===== src/rtl/refcounted_page_frame_allocator_defines.svh =====
// Assertion macros for the page frame allocator.
// Taken in by the top level; depends on nothing else.
`ifndef REFCOUNTED_PAGE_FRAME_ALLOCATOR_DEFINES_SVH
`define REFCOUNTED_PAGE_FRAME_ALLOCATOR_DEFINES_SVH

// Same-cycle implication under an active-low reset.
`define RPFA_ASSERT_NOW(label, clk, rst_n, ante, cons) \
    label: assert property (@(posedge clk) disable iff (!rst_n) (ante) |-> (cons)) \
        else $error("rpfa: same-cycle check failed");

// Next-cycle implication under an active-low reset.
`define RPFA_ASSERT_NEXT(label, clk, rst_n, ante, cons) \
    label: assert property (@(posedge clk) disable iff (!rst_n) (ante) |=> (cons)) \
        else $error("rpfa: next-cycle check failed");

`endif


===== src/rtl/rpfa_ram.sv =====
// Generic single-write, single-read synchronous RAM with registered read.
// Stand-alone; used for the frame table and the availability bitmap.
`default_nettype none

module rpfa_ram #(
    parameter int WIDTH = 8,
    parameter int DEPTH = 16,
    parameter int AW    = (DEPTH > 1) ? $clog2(DEPTH) : 1
) (
    input  wire logic             i_clk,
    input  wire logic             i_we,
    input  wire logic [AW-1:0]    i_waddr,
    input  wire logic [WIDTH-1:0] i_wdata,
    input  wire logic [AW-1:0]    i_raddr,
    output logic      [WIDTH-1:0] o_rdata
);

    logic [WIDTH-1:0] mem [DEPTH];

    // Write port and registered read port.
    always_ff @(posedge i_clk) begin
        if (i_we) begin
            mem[i_waddr] <= i_wdata;
        end
        o_rdata <= mem[i_raddr];
    end

endmodule

`default_nettype wire


===== config.mk =====
export PLATFORM = sky130hd
export DESIGN_NAME = rpfa_ram
export DESIGN_NICKNAME = d
export VERILOG_FILES = /design/src/rtl/refcounted_page_frame_allocator_defines.svh /design/src/rtl/rpfa_ram.sv
export SDC_FILE = /design/constraint.sdc
export NUM_CORES = 1
export LEC_CHECK = 0
export BUFFER_PORTS_ARGS = -buffer_cell sky130_fd_sc_hd__buf_2
export CAP_MARGIN = 20
export CORE_ASPECT_RATIO = 0.9
export CORE_UTILIZATION = 60
export CTS_CLUSTER_SIZE = 40
export DETAILED_ROUTE_END_ITERATION = 6
export GPL_TIMING_DRIVEN = 0
export PLACE_DENSITY = 0.78
export SLEW_MARGIN = 20
export SYNTH_ARGS = -nofsm -noshare
export SYNTH_HDL_FRONTEND = slang
export SYNTH_SLANG_ARGS = --single-unit

===== constraint.sdc =====
create_clock -name i_clk -period 3.4 [get_ports i_clk]
set_input_delay 0.51 -clock i_clk [delete_from_list [all_inputs] [get_ports i_clk]]
set_output_delay 0.51 -clock i_clk [all_outputs]
set_load 0.02 [all_outputs]

Word level (Yosys, flattened, before mapping)
Memories as Yosys holds them, arrays and structs flattened. A register that Yosys moved wholly into a read port is not among the register bits.
Cells that the tools add are included.
{ "op_classes": {"mux": 2} }
{ "op_table": {"columns": ["op", "count"], "rows": [
  ["$mux W1", 2]
]} }
{ "word_totals": {"word_cells": 3, "mem_bits_rw": 128, "in_bits": 18, "output_inout_bits": 8, "ff_bits": 0, "mem_count": 1} }
{ "memory_table": {"columns": ["memory", "depth", "word_bits", "read_ports", "rd_clocked_by_memory_dff", "write_ports", "line_no", "text"], "rows": [
  ["mem", 16, 8, 1, 1, 1, "rpfa_ram.sv:18", "logic [WIDTH-1:0] mem [DEPTH];"]
]} }

Depth between registers and ports, before layout
Gate-level depths: netlist of the first run.
{ "depth": {"ltp_word": 2, "depth_mapped": 5, "ltp_nobuf": 3} }

Worst setup path before layout of the first run
OpenSTA, ideal clock, no wires.
{ "synth_timing": {"kind": "input to register", "startpoint": "in i_waddr[2]", "endpoint": "mem mem[0][0], enable pin", "path_buffers": 0, "required_ps": 3017, "cell_stages": 2, "setup_slack_ps": 1397, "arrival_time_ps": 1620, "setup_time_ps": 383, "cell_sequence": "or3b_2 -> nor3_1"} }
{ "synth_rtl": {"columns": ["item", "line_no", "text"], "rows": [
  ["from (decl)", "rpfa_ram.sv:12", "input wire logic [AW-1:0] i_waddr,"],
  ["to (decl)", "rpfa_ram.sv:18", null]
]} }
No word-level cell before the write port.

Worst setup path in the final report of the first run
{ "layout_timing": {"startpoint": "in i_waddr[2]", "endpoint": "mem mem[3][5], enable pin"} }
No word-level cell before the write port.

==> impl_metrics.json, run 1 <==
{
  "status": "completed",
  "die_w_um": 99.6,
  "post_cts_buffers": 0,
  "track_usage_pct": 24.4,
  "wl_um": 9780,
  "yosys-top-cells-area": "edfxtp_1 75%, mux4_2 7.9%, mux4_1 7.1%, dfxtp_1 3.1%, a22oi_1 2.3%",
  "firstDrtPassIters": 5,
  "tritoncts": "yes",
  "ir_drop_v": 0.000466,
  "instances_no_fill": 399,
  "synth_seq_cells": 136,
  "synth_fa_ha_area_share_pct": 0,
  "clkPwrFrac_pct": 44.4,
  "seqPwrFrac_pct": 50.5,
  "crit_arrival_ps": 1840,
  "critPathMaxFanout": 8,
  "critPathLaunchType": "primary input",
  "gr-total-overflow": 0,
  "drv_slew": 0,
  "powerDensity_mw_per_mm2": 626,
  "dp_hpwl_um": 6000,
  "synth_warnings": 0,
  "hold_path_class": "in -> reg",
  "clkTransAtPathRegs_ps": 50,
  "routedWlPerCell_um": 24.5,
  "n_fill_cell": 476,
  "yosysMostFrequentCell": "edfxtp_1",
  "route.vias.total": 2492,
  "relSlewSlack_pct": 43.8,
  "antenna_found_initial": 0,
  "synthSimpleGateAreaFrac_pct": 3.18,
  "antenna_left": 0,
  "cts_hold_buf": 0,
  "totalPowerFinal_mw": 3.73,
  "startpoint": "i_waddr[2]",
  "htree_levels": 4,
  "grt_pass1_vias": 2488,
  "die_y_um": 89.9,
  "top_level_ports": 26,
  "switchingPower_mw": 0.757,
  "worstSkewPairLatency_ps": 510,
  "fp.dieArea_mm2": 0.00895,
  "coreArea_mm2": 0.00818,
  "final_layout_size_suffix_gt1_share_pct": 28.5,
  "synth_edf_count": 128,
  "synth_top_area_share_pct": 74.7,
  "rsz0062_at_grt": "false",
  "ff_latch_area_mm2": 0.00400,
  "floorplan.initialDensity_pct": 62.9,
  "layout.nets": 290,
  "fmax_mhz": 586,
  "antennaDiodeCount": 0,
  "post-place-cells": 368,
  "worstPathRequired_ps": 3540,
  "syn_inst": 229,
  "synth_common_cells": "128 x edfxtp_1, 18 x mux4_2, 16 x a22oi_1",
  "synth-compound-area-share_pct": 2.33,
  "clock_sinks": 136,
  "ys.flop_type": "edfxtp_1",
  "setup_viol": 0,
  "intPower_mw": 2.97,
  "period_needed_ps": 1710,
  "numCtsBuffers": 17,
  "syn_nets": 247,
  "cts.repair.resized": 0,
  "cts_max_path_buffers": 2,
  "synth.distinct_cells": 19,
  "synth.avg_cell_area_um2": 22.5,
  "r2r-start": "mem[6][2]",
  "netlist_area_mm2": 0.00515,
  "p_leak_nw": 2.01,
  "worstMarginPinSlew_ps": 840,
  "route.detailed.drc": 0,
  "hold_violations": 0,
  "synth_xor_area_share_pct": 0,
  "p_comb_share_pct": 5.1,
  "crit_type": "in -> reg",
  "via_per_inst": 6.25,
  "clock_skew_ps": 4.90,
  "area_growth_pct": 15.9,
  "gp_congestion": 0.730,
  "cts_root_buf": "clkbuf_8",
  "hold_start": "i_wdata[6]",
  "synth_top_area_cell": "edfxtp_1",
  "synth-async-reset-ratio_pct": 0,
  "finalCritPeriodShare_pct": 50.2,
  "drv_cap": 0,
  "drtIter0Drc": 263,
  "synthMuxAreaShare_pct": 15.0,
  "tns_ps": 0,
  "synth_top_family_by_area": "multiplexers",
  "seq_area_frac_synth_pct": 77.8,
  "critPathCaptureType": "flop",
  "rows": 31,
  "grt_max_degree": 17,
  "multi_input_area_mm2": 0.00108,
  "port_buffers": 24,
  "grt_pass1_wl_um": 14700,
  "swShare_pct": 20.3
}
==> worst max-delay path: stages <==
cell and delay (ps):
buf_2 120, or3b_2 550, nor2_1 670
==> cell usage in the layout, fill, tap and decap left out, drive strengths merged, types with 3 or more instances in the layout <==
| master | Yosys | routed |
|---|---|---|
| buf | 7 | 31 |
| a22oi | 16 | 16 |
| nor2 | 13 | 13 |
| mux4 | 32 | 32 |
| nand2 | 9 | 9 |
| clkdlybuf4s25 | 3 | 3 |
| clkbuf | 0 | 20 |
| nor3 | 4 | 4 |
| dfxtp | 8 | 8 |
| clkinv | 0 | 9 |
| edfxtp | 128 | 128 |
==> per-layer routing <==
| metal | up-vias | track usage (%) | routed length (um) |
|---|---|---|---|
| met2 | 124 | 34.9 | 4610 |
| met3 | 16 | 7.93 | 763 |
| met1 | 1294 | 35.8 | 4230 |
| met4 | 0 | 9.31 | 182 |
| met5 | - | 0 | 0 |
| li1 | 1058 | - | - |
==> stage by stage <==
step	hold slack, ps	setup WS, ps	utilization (%)	cell area (um2)
after global placement	666	866	66.1	5410
final	402	1690	72.9	5960
after global routing	390	1630	72.9	5960
after detailed placement	680	1130	66.3	5430
after CTS	382	1690	72.8	5960
after floorplan	609	1400	-	5150
==> flip-flops by register name, indices dropped and copies added, names as in the netlist <==
signal   count
mem        128
o_rdata      8
==> layout make-up <==
cell class	count	share of cell area [%]
timing repair buffer	24	2.01
tap	115	2.41
clock inverter	11	1.80
multi-input combinational	83	18.1
clock buffer	20	7.13
buffer	10	1.45
sequential	136	67.1
==> path summary, 6_finish.rpt <==
check / endpoint / slack (ps) / cells after the start
worst max-delay path: mem[3][5] / 1690 / 3
worst min-delay path: mem[7][6] / 400 / 1
worst max register to register: o_rdata[2] / 2010 / 3
worst min register to register: o_rdata[0] / 700 / 3
==> power groups by stage <==
stage	Sequential (mW)	Clock (mW)	Combinational, mW
2_1_floorplan	1.93	0	0.0951
3_3_place_gp	1.92	0	0.183
3_5_place_dp	1.92	0	0.191
4_1_cts	1.88	1.67	0.192
5_1_grt	1.89	1.75	0.204
6_report	1.88	1.66	0.192
==> kinds of logic after synthesis <==
logic type             count (synthesis)
AOI/OAI and AO/OA                     16
buffers and inverters                 10
DFF                                  136
muxes                                 32
and+or+nand+nor                       35
Note: power is estimated with default switching activity, not from simulation.
==> run 2, diff against run 1 <==
- ABC_AREA: default -> 1
- clock period: 3.4 -> 1.75 ns (I/O delays scaled with it)
==> impl_metrics.json, run 2 <==
{
  "antenna_left": 0,
  "synthMuxAreaShare_pct": 0,
  "mostFrequentLayoutCell": "nand2_1",
  "cts_root_buf": "clkbuf_8",
  "crit_family": "simple AND/OR/NAND/NOR gates",
  "route.vias.total": 4047,
  "critPathCaptureType": "flop",
  "powerDensity_mw_per_mm2": 1150,
  "synth_xor_area_share_pct": 0,
  "multi_input_area_mm2": 0.00121,
  "die_w_um": 105,
  "coreArea_mm2": 0.00921,
  "ir_drop_v": 0.000767,
  "final_cell_mix": "173 x nand2_1, 128 x edfxtp_1, 100 x inv_1",
  "drv_cap": 0,
  "syn_nets": 569,
  "synth_warnings": 0,
  "critPathMaxFanout": 8,
  "min_to": "mem[3][5]",
  "placed_area_mm2": 0.00603,
  "post_cts_buffers": 0,
  "r2r-end": "o_rdata[4]",
  "drv_slew": 0,
  "via_per_inst": 5.57,
  "stdcell_area_mm2": 0.00660,
  "worstPathRequired_ps": 1900,
  "fmax_mhz": 794,
  "drtIter0Drc": 449,
  "top_level_ports": 26,
  "cts_max_path_buffers": 2,
  "routedWlPerCell_um": 18.9,
  "synth-compound-area-share_pct": 0,
  "period_needed_ps": 1260,
  "cts_hold_buf": 0,
  "floorplan.initialDensity_pct": 62.6,
  "yosys-top-cells-area": "edfxtp_1 67%, nand2_1 11%, nand3_1 8.4%, inv_1 6.5%, dfxtp_1 2.8%",
  "synth_edf_count": 128,
  "synth.distinct_cells": 12,
  "clock_skew_ps": 3.69,
  "worstMarginPinSlew_ps": 909,
  "fp.dieArea_mm2": 0.0100,
  "globalRouteMet1Util_pct": 39.6,
  "wl_um": 13700,
  "dp_hpwl_um": 8600,
  "r2r-start": "mem[2][4]",
  "hold_path_class": "in -> reg",
  "synth.avg_cell_area_um2": 10.5,
  "clock_sinks": 136,
  "tns_ps": 0,
  "route.detailed.drc": 0,
  "yosysMostFrequentCell": "nand2_1",
  "reg.largest.list": "mem x128, o_rdata x8",
  "rrSetupSlack_ps": 700,
  "p_leak_nw": 2.88,
  "crit_type": "in -> reg",
  "gr-total-overflow": 0,
  "grt_max_degree": 17,
  "antenna_found_initial": 0,
  "area_growth_pct": 14.5,
  "track_usage_pct": 29.7,
  "rows": 33,
  "synth_fa_ha_area_share_pct": 0,
  "holdWs_ps": 169,
  "seq_area_frac_synth_pct": 69.4,
  "ff2ff_path_depth": 6,
  "path_cells": "buf_2, nand3b_1, nor2_1",
  "grt_use_met2_pct": 46.8,
  "critPathLaunchType": "primary input",
  "largest_reg_flops": 128,
  "ff_latch_area_mm2": 0.00400,
  "antennaDiodeCount": 0,
  "synth_top_area_cell": "edfxtp_1",
  "firstDrtPassIters": 5,
  "die_y_um": 95.0,
  "grt_pass1_wl_um": 20800,
  "top_register": "mem",
  "synth_top_area_share_pct": 66.7,
  "worstSkewPairLatency_ps": 520,
  "clkTransAtPathRegs_ps": 60,
  "grt_pass1_vias": 3828,
  "cts.repair.resized": 0,
  "rsz0062_at_grt": "false",
  "relSlewSlack_pct": 39.2,
  "ys.flop_type": "edfxtp_1",
  "syn_inst": 551,
  "n_fill_cell": 622,
  "tritoncts": "yes",
  "hold_violations": 0,
  "cp_slowest_cell": "nor2_1",
  "setup_viol": 0,
  "synth_common_cells": "173 x nand2_1, 128 x edfxtp_1, 100 x inv_1",
  "synth_seq_cells": 136,
  "crit_buf_inv": 1,
  "status": "completed",
  "min_path_cells": 1,
  "synth-async-reset-ratio_pct": 0,
  "hold_start": "i_wdata[5]",
  "netlist_area_mm2": 0.00577,
  "synth_top_family_by_area": "simple AND/OR/NAND/NOR gates",
  "numCtsBuffers": 17,
  "crit_arrival_ps": 1410,
  "gr-usage-met3_pct": 6.69,
  "htree_levels": 4,
  "layout.nets": 610,
  "final_layout_size_suffix_gt1_share_pct": 12.3,
  "finalCritPeriodShare_pct": 72.0,
  "gp_congestion": 0.935,
  "slowest_delay_ps": 730,
  "synthSimpleGateAreaFrac_pct": 21.0,
  "top_usage_layer": "met2",
  "port_buffers": 22,
  "utilization_pct": 71.7
}
[run 2: cell types whose count changed in the layout (fill, tap and decap cells not counted), sizes merged, moves of 4 or more]
cell,before,now
a22oi,16,0
buf,31,46
clkinvlp,0,4
inv,0,103
mux4,32,0
nand2,9,173
nand3,1,97
nor2,13,17
nor3,4,0
[run 2: final cells by class]
type	instances	share of cell area [%]
well taps	122	2.31
clock inverters	14	2.39
inverters	102	5.80
flip-flops and latches	136	60.7
plain buffers	24	2.52
multi-input cells	289	18.4
repair buffers	22	1.67
clock buffers	17	6.27
[run 2: per-layer routing]
metal | wire [um] | vias up
met5 | 0 | -
met4 | 476 | 0
met3 | 1540 | 45
met2 | 6400 | 276
met1 | 5320 | 1871
li1 | - | 1855
[run 2: how the worst max path moves through the flow]
| stage | start | to | depth (start not counted) |
|---|---|---|---|
| floorplan | i_waddr[2] | mem[10][0] | 2 |
| global placement | i_waddr[3] | mem[7][0] | 3 |
| detailed placement | i_waddr[3] | mem[7][1] | 3 |
| CTS | o_rdata[5] | o_rdata[5] | 1 |
| global route | i_waddr[3] | mem[7][5] | 3 |
| finish | i_waddr[3] | mem[7][6] | 3 |
[run 2: through the flow]
step / power [mW] / std cells / worst slack [ps]
after detailed placement: 4.21 / 695 / 1.77
after global placement: 4.19 / 695 / 22.5
final: 7.59 / 726 / 491
after global routing: 7.77 / 726 / 455
after CTS: 7.57 / 726 / 501
after floorplan: 4.01 / 551 / 537
[run 2: logic make-up after synthesis]
logic type	count (synthesis)
buffers and inverters	126
AND/OR/NAND/NOR	289
flip-flops	136
[run 2: power by group]
group / internal (mW) / switching (mW)
clock: 2.14 / 1.29
sequential: 3.64 / 0.0188
combinational: 0.140 / 0.362
==> run 3, diff against run 2 <==
- ABC_AREA: 1 -> 0
- CORE_UTILIZATION: 60 -> 54
- PLACE_DENSITY: 0.78 -> 0.74
- clock period: 1.75 -> 1.15 ns (I/O delays scaled with it)
==> impl_metrics.json, run 3 (synthesized netlist as in run 1, its figures left out) <==
{
  "final_cell_mix": "128 x edfxtp_1, 32 x mux4_2, 19 x buf_2",
  "drv_cap": 0,
  "firstDrtPassIters": 4,
  "holdWs_ps": 64.5,
  "r2r-start": "mem[7][0]",
  "largest_reg_flops": 128,
  "gr-total-overflow": 0,
  "status": "finished, violations left",
  "critPathLaunchType": "flop",
  "worstSkewPairLatency_ps": 510,
  "reg.largest.list": "mem x128, o_rdata x8",
  "crit_arrival_ps": 1680,
  "cts_root_buf": "clkbuf_8",
  "critPathMaxFanout": 1,
  "antenna_left": 0,
  "cts_hold_buf": 0,
  "stdcell_area_mm2": 0.00615,
  "violations": "setup timing",
  "worstPathRequired_ps": 1540,
  "period_needed_ps": 1290,
  "placed_area_mm2": 0.00546,
  "ir_drop_v": 0.00120,
  "drv_slew": 0,
  "path_cells": "mux4_2, a22oi_2, nand2_1",
  "clock_skew_ps": 9.97,
  "mostFrequentLayoutCell": "edfxtp_1",
  "worstMarginPinSlew_ps": 802,
  "grt_pass1_wl_um": 14500,
  "route.vias.total": 2401,
  "die_w_um": 105,
  "htree_levels": 4,
  "via_per_inst": 5.90,
  "clkTransAtPathRegs_ps": 60,
  "cts_max_path_buffers": 2,
  "finalCritPeriodShare_pct": 112,
  "powerDensity_mw_per_mm2": 1860,
  "setup_viol": 8,
  "track_usage_pct": 21.8,
  "drtIter0Drc": 152,
  "hold_violations": 0,
  "r2r-end": "o_rdata[0]",
  "crit_type": "reg -> reg",
  "fmax_mhz": 777,
  "n_fill_cell": 596,
  "port_buffers": 24,
  "startpoint": "mem[7][0]",
  "tritoncts": "yes",
  "final_layout_size_suffix_gt1_share_pct": 43.9,
  "floorplan.initialDensity_pct": 56.2,
  "route.detailed.drc": 0,
  "top_level_ports": 26,
  "gp_congestion": 0.703,
  "dp_hpwl_um": 5780,
  "worst_slack_ps": -137,
  "top_register": "mem",
  "rrSetupSlack_ps": -140,
  "fp.dieArea_mm2": 0.00993,
  "cp_slowest_cell": "mux4_2",
  "hold_start": "i_wdata[4]",
  "numCtsBuffers": 17,
  "rows": 33,
  "grt_max_degree": 17,
  "antennaDiodeCount": 0,
  "min_path_cells": 1,
  "min_to": "mem[4][4]",
  "layout.nets": 290,
  "die_y_um": 94.6,
  "relSlewSlack_pct": 46.4,
  "clock_sinks": 136,
  "slowest_delay_ps": 520,
  "pre_cts_ws_ps": -487,
  "totalPowerFinal_mw": 11.5,
  "hold_path_class": "in -> reg",
  "coreArea_mm2": 0.00917,
  "grt_pass1_vias": 2366,
  "rsz0062_at_grt": "true",
  "area_growth_pct": 19.5,
  "p_leak_nw": 2.00,
  "routedWlPerCell_um": 23.9,
  "wl_um": 9720,
  "ff2ff_path_depth": 3,
  "critPathCaptureType": "flop",
  "antenna_found_initial": 0
}
==> run 3: cell count changes in the layout (fill, tap and decap cells not counted), moves of 9 or more <==
cell     change
nand2_1    -164
nor2_1      -16
mux4_2      +32
inv_1      -100
buf_2       -16
nor2_2       +9
nand3_1     -96
==> run 3: cell type report <==
class | instances | area (um2) | area share [%]
multi-input combinational | 83 | 1120 | 18.3
timing repair buffer | 24 | 166 | 2.70
sequential | 136 | 4010 | 65.2
clock buffer | 19 | 422 | 6.85
buffer | 10 | 120 | 1.95
tap | 122 | 153 | 2.48
clock inverter | 13 | 155 | 2.52
==> run 3: repair_timing <==
action                                  in CTS  in global routing
setup buffers                                0                  0
endpoints found under the setup margin      16                 79
endpoints found under the hold margin        0                  0
pin swaps                                    1                  4
gates resized for setup                     11                 29
==> run 3: power by group <==
| group | switching [mW] | leakage, nW | internal (mW) |
|---|---|---|---|
| combinational | 0.373 | 0.497 | 0.288 |
| clock | 1.94 | 0.281 | 3.28 |
| sequential | 0.0341 | 1.22 | 5.55 |
| total | 2.35 | 2.00 | 9.12 |
==> run 3: per-layer routing <==
metal  up-vias  part of all wire (%)  GRT usage (%)
li1       1055                     -              -
met1      1241                    44           30.3
met2        91                    48           33.9
met3        14                   6.4           4.62
met4         0                   1.2           9.74
met5         -                     0              0
==> run 3: worst max-delay path by stage <==
| stage | to | slack (ps) | depth (start not counted) |
|---|---|---|---|
| 6_report | o_rdata[0] | -140 | 3 |
| 5_1_grt | o_rdata[0] | -170 | 3 |
| 4_1_cts | o_rdata[0] | -180 | 3 |
| 3_5_place_dp | mem[0][7] | -490 | 3 |
| 3_3_place_gp | mem[0][7] | -460 | 3 |
| 2_1_floorplan | mem[0][0] | -160 | 2 |
==> run 3: through the flow <==
step           cells  util [%]  TNS, ps
2_1_floorplan    229         -    -2180
3_3_place_gp     375      59.5   -49060
3_5_place_dp     375      59.5   -53500
4_1_cts          407      66.2    -1210
5_1_grt          407      67.1    -1250
6_report         407      67.1     -921
==> run 3: critical path, delay by kind of cell (launching register included) <==
family           cells  cell delay, ps
AND/OR/NAND/NOR      1              80
multiplexers         1             520
AO/OA/AOI/OAI        1             210
flip-flops           1             360
